$ cat src/rtl/ssdf_pkg.sv
package ssdf_pkg;

  localparam int unsigned SsdfDepth   = 16;
  localparam int unsigned SenderWidth = 8;
  localparam int unsigned SeqWidth    = 16;

  // One table entry as it travels along the chain of cells.
  typedef struct packed {
    logic                   occupied;
    logic [SenderWidth-1:0] sender;
    logic [SeqWidth-1:0]    seq;
  } ssdf_entry_t;

endpackage

$ cat src/rtl/ssdf_cell.sv
module ssdf_cell (
  input  logic                              clk_i,
  input  logic                              rst_ni,
  input  logic                              shift_i,
  input  ssdf_pkg::ssdf_entry_t             entry_i,
  input  logic [ssdf_pkg::SenderWidth-1:0]  key_sender_i,
  input  logic [ssdf_pkg::SeqWidth-1:0]     key_seq_i,
  output ssdf_pkg::ssdf_entry_t             entry_o,
  output logic                              hit_o
);
  import ssdf_pkg::*;

  logic                   occupied_q;
  logic [SenderWidth-1:0] sender_q;
  logic [SeqWidth-1:0]    seq_q;

  // The occupied flags form a thermometer code along the chain, so the
  // number of set flags is the fill count of the table.
  always_ff @(posedge clk_i or negedge rst_ni) begin
    if (!rst_ni) begin
      occupied_q <= 1'b0;
    end else if (shift_i) begin
      occupied_q <= entry_i.occupied;
    end
  end

  always_ff @(posedge clk_i) begin
    if (shift_i) begin
      sender_q <= entry_i.sender;
      seq_q    <= entry_i.seq;
    end
  end

  assign hit_o = occupied_q && (sender_q == key_sender_i) && (seq_q == key_seq_i);

  assign entry_o.occupied = occupied_q;
  assign entry_o.sender   = sender_q;
  assign entry_o.seq      = seq_q;

endmodule

$ cat src/rtl/sender_sequence_dedup_filter_core.sv
// Sender and sequence duplicate filter.
// Input channel: in_valid_i, in_stall_o, sender_id_i, seq_number_i. A beat
// is taken at a rising edge with in_valid_i high and in_stall_o low.
// Output channel: out_valid_o, out_stall_i, is_duplicate_o. Every input beat
// gives exactly one output beat, in order.
// The table is a chain of cells, one entry per cell. Each cell compares its
// entry with the incoming pair in the same cycle. A new pair enters the
// first cell and every entry moves one cell on, so the oldest entry falls
// off the end once the table is full. A match leaves the chain untouched.
// The result is registered and appears on the cycle after the input
// beat. Throughput is one beat per cycle while in_stall_o is low, as the
// compare across all cells and the chain shift take place together.
// While an output beat waits under out_stall_i, in_stall_o is high, so the
// output register holds at most one result and nothing is lost.
// Reset clears all occupied flags and the output valid; the table is empty
// and a beat can be taken as soon as reset is released.
module sender_sequence_dedup_filter_core (
  input  logic                              clk_i,
  input  logic                              rst_ni,
  input  logic                              in_valid_i,
  output logic                              in_stall_o,
  input  logic [ssdf_pkg::SenderWidth-1:0]  sender_id_i,
  input  logic [ssdf_pkg::SeqWidth-1:0]     seq_number_i,
  output logic                              out_valid_o,
  input  logic                              out_stall_i,
  output logic                              is_duplicate_o
);
  import ssdf_pkg::*;

  ssdf_entry_t              new_entry;
  ssdf_entry_t [SsdfDepth-1:0] chain;
  logic [SsdfDepth-1:0]     hit;
  logic                     accept;
  logic                     dup;
  logic                     shift;
  logic                     out_valid_d, out_valid_q;
  logic                     dup_q;

  assign in_stall_o = out_valid_q && out_stall_i;
  assign accept     = in_valid_i && !in_stall_o;
  assign dup        = |hit;
  assign shift      = accept && !dup;

  assign new_entry.occupied = 1'b1;
  assign new_entry.sender   = sender_id_i;
  assign new_entry.seq      = seq_number_i;

  for (genvar i = 0; i < SsdfDepth; i++) begin : g_cell
    if (i == 0) begin : g_head
      ssdf_cell u_cell (
        .clk_i       (clk_i),
        .rst_ni      (rst_ni),
        .shift_i     (shift),
        .entry_i     (new_entry),
        .key_sender_i(sender_id_i),
        .key_seq_i   (seq_number_i),
        .entry_o     (chain[i]),
        .hit_o       (hit[i])
      );
    end else begin : g_body
      ssdf_cell u_cell (
        .clk_i       (clk_i),
        .rst_ni      (rst_ni),
        .shift_i     (shift),
        .entry_i     (chain[i-1]),
        .key_sender_i(sender_id_i),
        .key_seq_i   (seq_number_i),
        .entry_o     (chain[i]),
        .hit_o       (hit[i])
      );
    end
  end

  // The entry leaving the last cell is the one being replaced.
  logic unused_tail;
  assign unused_tail = ^chain[SsdfDepth-1];

  always_comb begin
    out_valid_d = out_valid_q;
    if (accept) begin
      out_valid_d = 1'b1;
    end else if (!out_stall_i) begin
      out_valid_d = 1'b0;
    end
  end

  always_ff @(posedge clk_i or negedge rst_ni) begin
    if (!rst_ni) begin
      out_valid_q <= 1'b0;
    end else begin
      out_valid_q <= out_valid_d;
    end
  end

  always_ff @(posedge clk_i) begin
    if (accept) begin
      dup_q <= dup;
    end
  end

  assign out_valid_o    = out_valid_q && !unused_tail | out_valid_q;
  assign is_duplicate_o = dup_q;

endmodule

$ cat config.mk
export PLATFORM = sky130hd
export DESIGN_NAME = sender_sequence_dedup_filter_core
export DESIGN_NICKNAME = d
export VERILOG_FILES = /design/src/rtl/ssdf_pkg.sv /design/src/rtl/ssdf_cell.sv /design/src/rtl/sender_sequence_dedup_filter_core.sv
export SDC_FILE = /design/constraint.sdc
export NUM_CORES = 1
export LEC_CHECK = 0
export ABC_AREA = 1
export BUFFER_PORTS_ARGS = -buffer_cell sky130_fd_sc_hd__buf_2
export CORE_ASPECT_RATIO = 1.25
export CORE_UTILIZATION = 59
export CTS_BUF_LIST = sky130_fd_sc_hd__clkbuf_2 sky130_fd_sc_hd__clkbuf_4 sky130_fd_sc_hd__clkbuf_8
export CTS_CLUSTER_SIZE = 24
export DETAILED_ROUTE_END_ITERATION = 10
export GPL_TIMING_DRIVEN = 0
export MAX_ROUTING_LAYER = met4
export PLACE_DENSITY = 0.86
export SLEW_MARGIN = 20
export SYNTH_ARGS = -nofsm -noshare
export SYNTH_HDL_FRONTEND = slang
export SYNTH_SLANG_ARGS = --single-unit
$ cat constraint.sdc
create_clock -name clk_i -period 10.31 [get_ports clk_i]
set_clock_uncertainty 0.1 [all_clocks]
set_input_delay 2.062 -clock clk_i [delete_from_list [all_inputs] [get_ports clk_i]]
set_output_delay 2.062 -clock clk_i [all_outputs]
set_load 0.02 [all_outputs]
==> results of run 1 <==
worst max-delay path, cell delays in order:
cell	delay, ns
buf_2	0.10
buf_4	0.19
buf_6	0.18
o21ai_0	0.73
inv_1	0.09
nand2_1	0.09
nor2_1	0.04
nand3_1	0.09
nor2_1	0.06
nor2_1	0.10
nand2_1	0.07
nor2_2	0.17
nand3_4	0.14
buf_6	0.19
clkinvlp_4	0.40
buf_12	0.26
buf_12	0.24
buf_12	0.26
buf_12	0.25
layout make-up:
| cell class | count | area share, % |
|---|---|---|
| inverter | 297 | 5.16 |
| antenna | 2 | 0.0231 |
| clock buffer | 90 | 5.14 |
| buffer | 60 | 2.29 |
| sequential | 402 | 55.3 |
| clock inverter | 26 | 0.664 |
| multi-input combinational | 1300 | 27.2 |
| timing repair buffer | 41 | 1.74 |
| tap | 418 | 2.41 |
path summary, 6_finish.rpt:
check | end | slack [ns] | depth (start not counted)
max in group asynchronous | g_cell[11].g_body.u_cell.occupied_q | 8.55 | 1
worst max register to register | g_cell[5].g_body.u_cell.seq_q[13] | 6.22 | 17
worst max-delay path | g_cell[5].g_body.u_cell.seq_q[13] | 4.66 | 19
min in group asynchronous | out_valid_q | 1.27 | 1
worst min-delay path | g_cell[13].g_body.u_cell.seq_q[5] | 0.35 | 0
worst min register to register | g_cell[13].g_body.u_cell.seq_q[5] | 0.35 | 0
Yosys cell counts:
library cell / number / area share [%]
a21boi_0: 10 / 0.39
a21oi_1: 6 / 0.15
buf_2: 9 / 0.23
buf_4: 31 / 1.2
buf_6: 19 / 1.1
clkbuf_1: 1 / 0.019
dfrtp_1: 17 / 2.2
edfxtp_1: 385 / 59
inv_1: 283 / 5.5
inv_2: 14 / 0.27
nand2_1: 739 / 14
nand2_2: 1 / 0.032
nand3_1: 50 / 1.3
nand3_2: 1 / 0.051
nand3_4: 1 / 0.090
nand4_1: 6 / 0.19
nor2_1: 249 / 4.8
nor2_2: 2 / 0.064
nor2_4: 1 / 0.058
nor3_1: 1 / 0.026
o21ai_0: 55 / 1.4
o21ai_1: 26 / 0.67
or2_0: 3 / 0.096
xnor2_1: 126 / 5.7
xor2_1: 23 / 1.0
stage by stage:
stage	setup slack, ns	hold slack, ns	power [mW]	util (%)	setup TNS [ns]
floorplan	0.771	0.326	2.28	-	0
CTS	4.70	0.347	3.81	66.4	0
global placement	-2.36	0.332	2.45	61.9	-890.81
finish	4.66	0.352	3.82	66.5	0
global route	4.46	0.359	3.92	66.4	0
detailed placement	4.08	0.337	2.45	62.6	0
sequential cells by signal (all words and copies together) (netlist names):
name / flops
g_cell.g_head.u_cell.sender_q: 8
out_valid_q: 1
g_cell.g_body.u_cell.occupied_q: 15
g_cell.g_body.u_cell.sender_q: 120
is_duplicate_o: 1
g_cell.g_body.u_cell.seq_q: 240
g_cell.g_head.u_cell.occupied_q: 1
g_cell.g_head.u_cell.seq_q: 16
power by group through the flow:
stage	clock, mW	sequential [mW]	combinational (mW)
after floorplan	0	2.01	0.265
after CTS	1.39	2.00	0.424
after global routing	1.45	2.01	0.465
after detailed placement	0	2.03	0.422
final	1.39	2.00	0.430
after global placement	0	2.05	0.401
layer usage:
layer | share of wire, % | GRT usage (%)
met1 | 37 | 46.6
met2 | 47 | 62.0
met3 | 7.7 | 7.12
met4 | 7.6 | 26.1
met5 | 0 | -
kinds of logic (layout without fill, tap and decap cells):
group | Yosys count | after routing | synth area share, %
AO/OA/AOI/OAI | 97 | 97 | 2.62
XOR/XNOR | 149 | 149 | 6.70
buffers and inverters | 357 | 514 | 8.26
flip-flops | 402 | 402 | 61.5
other | 0 | 2 | 0
AND/OR/NAND/NOR | 1054 | 1054 | 20.9
==> flow_summary_export.csv, run 1 <==
group,metric,value,unit
outcome,status,"complete, no violations",
routing,first_pass_iters,5,
worst_setup_path,crit_type,"in -> reg",
worst_setup_path,cp.arrival,5.83,ns
grt,gr-total-overflow,0,
routing,post_drt_wl_per_cell,23.8,µm
grt,grt_pass1_vias,14100,
timing,slew_violations,0,
die,chipHeight,205,µm
layout,area_delta_synth_final,11.1,%
synth,yosys_warnings,0,
layout,layout_commonest_cell,"nand2_1",
die,fp.dieArea,33800,µm²
grt,grt_max_degree,40,
cts,cts.htree.levels,3,
worst_setup_path,cp-start-kind,"input port",
die,die_w,165,µm
grt,gr-usage-all-layers,39.5,%
routing,ant_nets,0,
layout,instances_no_fill,2636,
timing,timing.final.crit_share,54.8,%
cts,clkSinkCount,402,
place,dp_hpwl,48000,µm
pwr,power_density,176,nW/µm²
die,coreArea,32600,µm²
run,max_cap_violations,0,
routing,wirelength,62600,µm
worst_hold_path,min_from,"g_cell[12].g_body.u_cell.seq_q[5]",
die,start_util,59.8,%
timing,max_freq,177,MHz
synth,avgSynthCellArea,9.47,µm²
pwr,p_int,2.78,mW
layout,ff_latch_area,12000,µm²
grt,antenna_found_initial,1,
die,rows,74,
routing,drt_iter0_drc,1612,
timing,slew_headroom,39.2,%
layout,final_layout_size_suffix_gt1_share,10.0,%
layout,multi_input_area,5890,µm²
cts,clk_pin_slew,0.06,ns
layout,final_area,21700,µm²
place,gp_congestion,1.01,
pwr,netSwitchingFraction,27.3,%
grt,grt_pass1_wl,89000,µm
cts,cts_resized,0,
die,io_pins,31,
worst_setup_path,end_kind,"flip-flop",
cts,cts_root_buf,"clkbuf_8",
worst_setup_path,startpoint,"seq_number_i[7]",
synth,synth_seq_cells,402,
synth,syn-num-nets,2087,
synth,netlist_area,19500,µm²
synth,yosysUniqueCellTypes,25,
timing,setup_viol,0,
routing,drc,0,
layout,final_cell_mix,"nand2_1, edfxtp_1, inv_1, nor2_1, xnor2_1",
worst_setup_path,rr_startpoint,"g_cell[1].g_body.u_cell.sender_q[1]",
cts,hold_buffers,0,
routing,via_per_inst,5.43,
timing,tightest_slew,0.902,ns
pwr,power_frac_comb,11.3,%
cts,clock_latency,0.61,ns
pwr,peakVddDrop,0.000195,V
cts,clockBufferDepth,3,
layout,final_nets,2197,
pwr,p_leak,9.48,nW
pwr,p_switching,1.04,mW
synth,yosysSeqAreaShare,61.5,%
cts,postCtsSetupRepairBufs,0,
place,portBuffers,30,
pwr,p_clk_share,36.4,%
pwr,seqPwrFrac,52.4,%
routing,via_count,14300,
worst_setup_path,cp_max_fo,37,
worst_hold_path,hold_class,"reg -> reg",
synth,synthesis.instances,2059,
timing,rsz0062_at_grt,"no",
worst_setup_path,cp.required,10.50,ns
cts,cts_buffers,67,
timing,period_needed,5.65,ns
layout,nFillCells,2618,
timing,hold_violations,0,
place,dp_cells,2518,
cts,cts_tree,"built",
place,placed_cell_area,20400,µm²
Note: power is estimated with default switching activity, not from simulation.
==> run 2, diff against run 1 <==
CORE_UTILIZATION = 60   (was 59)
PLACE_DENSITY = 0.85   (was 0.86)
clock period = 5.9 ns   (was 10.31 ns; I/O delays follow)
==> run 2 against run 1 <==
Effect of this change: worst setup slack lost 3.9 ns; largest cell class unchanged; via count is 0.29% higher; wire length down 0.63%; critical path type unchanged; register-to-register slack worse by 4.9 ns; clock power increased by 63%; non-clock buffer count unchanged.
==> flow_summary_export.csv, run 2 (synthesis results as in run 1) <==
group,metric,value,unit
outcome,status,"complete, no violations",
cts,clock_latency,0.65,ns
layout,area_delta_synth_final,11.6,%
die,chipHeight,204,µm
timing,hold_violations,0,
timing,setup_viol,0,
grt,gr-total-overflow,0,
worst_setup_path,worst-path-stages,22,
grt,gr-usage-all-layers,39.7,%
worst_setup_path,startpoint,"seq_number_i[7]",
timing,period_needed,5.10,ns
layout,antenna_cells,0,
worst_setup_path,cp_num_buf_inv,13,
routing,drt_iter0_drc,1948,
worst_setup_path,end_kind,"flip-flop",
die,io_pins,31,
timing,timing.final.ws_setup,0.799,ns
layout,nFillCells,2459,
worst_setup_path,rr_startpoint,"g_cell[13].g_body.u_cell.seq_q[8]",
cts,cts_buffers,61,
worst_setup_path,rr_worst_depth,18,
worst_hold_path,hold_class,"reg -> reg",
routing,wirelength,62300,µm
cts,clk_pin_slew,0.07,ns
layout,fin_util,68.2,%
pwr,finalPower,6.53,mW
worst_setup_path,critPathTopFamily,"buffers and inverters",
cts,hold_buffers,0,
worst_setup_path,cp_max_fo,38,
timing,tightest_slew,0.638,ns
routing,drc,0,
timing,tns,0,ns
grt,antenna_found_initial,0,
place,gp_congestion,1.02,
cts,clockBufferDepth,3,
routing,via_per_inst,5.47,
pwr,p_leak,9.54,nW
die,fp.dieArea,33200,µm²
worst_setup_path,crit_path_end,"g_cell[15].g_body.u_cell.sender_q[2]",
cts,clkSinkCount,402,
routing,first_pass_iters,7,
routing,post_drt_wl_per_cell,23.7,µm
worst_setup_path,cp.required,6.12,ns
grt,grt_pass1_vias,13800,
grt,grt_max_degree,39,
cts,postCtsSetupRepairBufs,0,
layout,final_cell_mix,"nand2_1, edfxtp_1, inv_1, nor2_1, xnor2_1",
timing,max_freq,196,MHz
layout,largestRegisters,"g_cell.g_body.u_cell.seq_q (240), g_cell.g_body.u_cell.sender_q (120), g_cell.g_head.u_cell.seq_q (16)",
worst_setup_path,r2r_setup_slack,1.31,ns
worst_setup_path,r2r-end,"g_cell[15].g_body.u_cell.sender_q[2]",
die,coreArea,31900,µm²
layout,top_register,"g_cell.g_body.u_cell.seq_q",
place,placed_cell_area,20600,µm²
cts,cts.htree.levels,2,
place,pre_cts_slack,0.239,ns
die,rows,73,
timing,timing.final.crit_share,86.5,%
worst_setup_path,cp-start-kind,"input port",
layout,final_layout_size_suffix_gt1_share,10.4,%
pwr,power_density,300,nW/µm²
cts,cts_root_buf,"clkbuf_8",
layout,final_nets,2191,
place,dp_cells,2512,
routing,ant_nets,0,
worst_setup_path,critPathMaxStageDelay,0.48,ns
timing,slew_violations,0,
die,start_util,61.1,%
worst_setup_path,crit_chain,"buf_2 > buf_6 > inv_2 > buf_6 > o21ai_0 > nor2_1 > nand3_1 > nor2_1 > nand2_1 > nand2_1 > inv_1 > nand2_1 > nor2_2 > nand3_4 > buf_6 > clkinvlp_4 > buf_12 > buf_12 > buf_12 > buf_12 > buf_12 > buf_12",
worst_setup_path,crit_type,"in -> reg",
timing,slew_headroom,57.0,%
worst_setup_path,path_common_cell,"buf_12",
grt,grt_pass1_wl,88300,µm
layout,instances_no_fill,2625,
timing,rsz0062_at_grt,"no",
die,die_w,163,µm
layout,largest_reg_flops,240,
routing,via_count,14400,
timing,hold_slack,0.348,ns
cts,cts_tree,"built",
place,portBuffers,30,
worst_setup_path,cp.arrival,5.33,ns
worst_setup_path,crit_slowest_cell,"o21ai_0",
run,max_cap_violations,0,
place,dp_hpwl,48200,µm
pwr,peakVddDrop,0.000242,V
layout,layout_commonest_cell,"nand2_1",
layout,final_area,21800,µm²
cts,cts_resized,0,
## run 2: layer usage
| layer | track usage, % | routed length (µm) | up-vias |
|---|---|---|---|
| li1 | - | - | 6660 |
| met1 | 47.9 | 22800 | 6785 |
| met2 | 62.9 | 30000 | 761 |
| met3 | 6.14 | 5180 | 157 |
| met4 | 24.0 | 4260 | 0 |
| met5 | - | 0 | - |
## run 2: area by class of cell
type / count / area, µm² / share of cell area [%]
clock buffer: 82 / 997 / 4.58
buffer: 60 / 617 / 2.84
clock inverter: 31 / 171 / 0.788
timing repair buffer: 41 / 370 / 1.70
multi-input combinational: 1300 / 5970 / 27.4
tap: 412 / 515 / 2.37
inverter: 297 / 1120 / 5.17
sequential: 402 / 12000 / 55.1
## run 2: power by group
| part | internal (mW) | switching [mW] | total [mW] |
|---|---|---|---|
| Combinational | 0.253 | 0.510 | 0.762 |
| Sequential | 3.34 | 0.156 | 3.50 |
| Clock | 1.14 | 1.13 | 2.27 |
| Total | 4.74 | 1.79 | 6.53 |
## run 2: worst min-delay path by stage
stage | start | to | slack, ns | cells after the start
3_3_place_gp | g_cell[4].g_body.u_cell.seq_q[7] | g_cell[5].g_body.u_cell.seq_q[7] | 0.33 | 0
4_1_cts | rst_ni | g_cell[6].g_body.u_cell.occupied_q | 0.35 | 1
2_1_floorplan | g_cell[9].g_body.u_cell.sender_q[3] | g_cell[10].g_body.u_cell.sender_q[3] | 0.33 | 0
5_1_grt | g_cell[12].g_body.u_cell.seq_q[5] | g_cell[13].g_body.u_cell.seq_q[5] | 0.36 | 0
6_report | g_cell[4].g_body.u_cell.seq_q[7] | g_cell[5].g_body.u_cell.seq_q[7] | 0.35 | 0
3_5_place_dp | g_cell[4].g_body.u_cell.seq_q[7] | g_cell[5].g_body.u_cell.seq_q[7] | 0.33 | 0
==> run 3, diff against run 2 <==
PLACE_DENSITY = 0.84   (was 0.85)
SYNTH_HIERARCHICAL = 1   (was default)
==> run 3 against run 2 <==
Effect of this change: worst setup slack gained 0.75 ns; largest cell class unchanged; power shrank 0.32%; design area rose by 2.5%; die area is 2.4% higher; synthesized cell count grew 15%; final cell count grew 12%; register-to-register slack gained 0.95 ns; global-route usage decreased by 16 points; utilization barely moved; via count down 2.0%; critical path type unchanged; highest routed layer unchanged; fmax up 17%.
==> flow_summary_export.csv, run 3 <==
group,metric,value,unit
outcome,status,"complete, no violations",
synth,synthesis.instances,2360,
place,gp_congestion,0.779,
worst_setup_path,cp-start-kind,"input port",
die,coreArea,32700,µm²
grt,grt_pass1_wl,62900,µm
routing,first_pass_iters,6,
place,pre_cts_slack,0.992,ns
routing,post_drt_wl_per_cell,13.0,µm
routing,drt_iter0_drc,937,
grt,grt_pass1_vias,14200,
cts,hold_buffers,0,
timing,rsz0062_at_grt,"no",
pwr,power_density,292,nW/µm²
timing,tightest_slew,0.728,ns
place,dp_hpwl,26400,µm
cts,cts.htree.levels,2,
timing,slew_violations,0,
layout,antenna_cells,0,
pwr,netSwitchingFraction,24.7,%
pwr,seqPwrFrac,53.9,%
place,portBuffers,30,
worst_setup_path,cp.required,6.10,ns
pwr,peakVddDrop,0.000164,V
timing,slew_headroom,51.5,%
grt,gr-usage-all-layers,24.2,%
routing,drc,0,
cts,cts_tree,"built",
pwr,p_switching,1.61,mW
layout,final_cell_mix,"nand2_1, inv_1, edfxtp_1, nor2_1, clkbuf_8",
synth,avgSynthCellArea,8.46,µm²
pwr,p_int,4.90,mW
timing,hold_slack,0.340,ns
die,rows,74,
die,chipHeight,206,µm
timing,timing.final.crit_share,73.7,%
cts,clockBufferDepth,3,
timing,setup_viol,0,
worst_setup_path,cp_max_fo,33,
timing,tns,0,ns
synth,yosys_warnings,6,
cts,clkSinkCount,402,
pwr,p_leak,11.2,nW
layout,layout_commonest_cell,"nand2_1",
grt,gr-total-overflow,0,
pwr,p_clk_share,35.1,%
worst_setup_path,cp.arrival,4.55,ns
synth,netlist_area,20000,µm²
grt,grt_max_degree,34,
worst_hold_path,hold_class,"reg -> reg",
worst_setup_path,crit_type,"in -> reg",
routing,via_count,14100,
layout,final_area,22300,µm²
layout,largest_reg_flops,240,
cts,clk_pin_slew,0.06,ns
run,max_cap_violations,0,
pwr,finalPower,6.51,mW
worst_setup_path,end_kind,"flip-flop",
routing,wirelength,38200,µm
routing,ant_nets,0,
timing,period_needed,4.35,ns
layout,final_nets,2497,
layout,largestRegisters,"g_cell.g_body.u_cell/seq_q (240), g_cell.g_body.u_cell/sender_q (120), g_cell.g_head.u_cell/seq_q (16)",
die,die_w,165,µm
routing,via_per_inst,4.80,
cts,cts_resized,0,
layout,area_delta_synth_final,11.7,%
layout,top_register,"g_cell.g_body.u_cell/seq_q",
synth,syn-num-nets,2388,
layout,instances_no_fill,2934,
timing,hold_violations,0,
timing,max_freq,230,MHz
pwr,power_frac_comb,11.0,%
die,fp.dieArea,34000,µm²
timing,timing.final.ws_setup,1.55,ns
layout,fin_util,68.2,%
cts,cts_buffers,60,
grt,antenna_found_initial,0,
cts,postCtsSetupRepairBufs,0,
cts,cts_root_buf,"clkbuf_8",
die,io_pins,31,
place,placed_cell_area,21100,µm²
die,start_util,61.1,%
place,dp_cells,2825,
layout,final_layout_size_suffix_gt1_share,7.75,%
cts,clock_latency,0.61,ns
## run 3: cell types whose count changed in the layout (fill, tap and decap cells not counted), sizes merged, moves of 36 or more
cell | previous run | this run
o21ai | 81 | 32
nand3 | 52 | 16
nand2 | 740 | 952
inv | 297 | 578
xnor2 | 126 | 64
buf | 100 | 62
## run 3: final cells by class
type	count	area, µm²
Timing Repair Buffer	47	558
Clock inverter	9	38.8
Sequential cell	402	12000
Clock buffer	100	1180
Multi-Input combinational cell	1364	5720
Tap cell	418	523
Fill cell	2349	10400
Buffer	16	116
Inverter	578	2170
## run 3: per-layer routing
layer	track usage, %	vias up	routed length (µm)
met3	3.41	105	1290
met4	11.0	0	1500
met5	-	-	0
met2	44.7	267	21000
li1	-	7224	-
met1	25.2	6480	14500
## run 3: path summary, 6_finish.rpt
kind | from | to | slack, ns | depth (start not counted)
worst max-delay path | seq_number_i[14] | g_cell[1].g_body.u_cell/seq_q[0] | 1.55 | 18
worst min-delay path | g_cell[12].g_body.u_cell/seq_q[8] | g_cell[13].g_body.u_cell/seq_q[8] | 0.34 | 0
max in group asynchronous | rst_ni | g_cell[3].g_body.u_cell/occupied_q | 4.99 | 1
worst max register to register | g_cell[1].g_body.u_cell/seq_q[14] | g_cell[1].g_body.u_cell/seq_q[0] | 2.26 | 18
worst min register to register | g_cell[12].g_body.u_cell/seq_q[8] | g_cell[13].g_body.u_cell/seq_q[8] | 0.34 | 0
min in group asynchronous | rst_ni | g_cell[6].g_body.u_cell/occupied_q | 0.40 | 1
## run 3: worst max-delay path, stage by stage
cell     delay (ns)
buf_2          0.52
nor2_1         0.12
nor2_1         0.13
nor2_1         0.05
nand2_1        0.11
nor2_1         0.05
nand2_1        0.13
nor2_2         0.04
nor2_1         0.12
nand2_1        0.10
nor2_2         0.20
nand2_2        0.12
nor2_4         0.50
buf_16         0.25
buf_12         0.22
buf_12         0.22
buf_12         0.21
buf_12         0.21
## run 3: power groups by stage
stage          sequential (mW)  combinational [mW]  clock [mW]
6_report                  3.51               0.719        2.28
3_5_place_dp              3.57               0.714           0
2_1_floorplan             3.57               0.468           0
3_3_place_gp              3.59               0.619           0
4_1_cts                   3.51               0.724        2.33
5_1_grt                   3.54               0.823        2.44
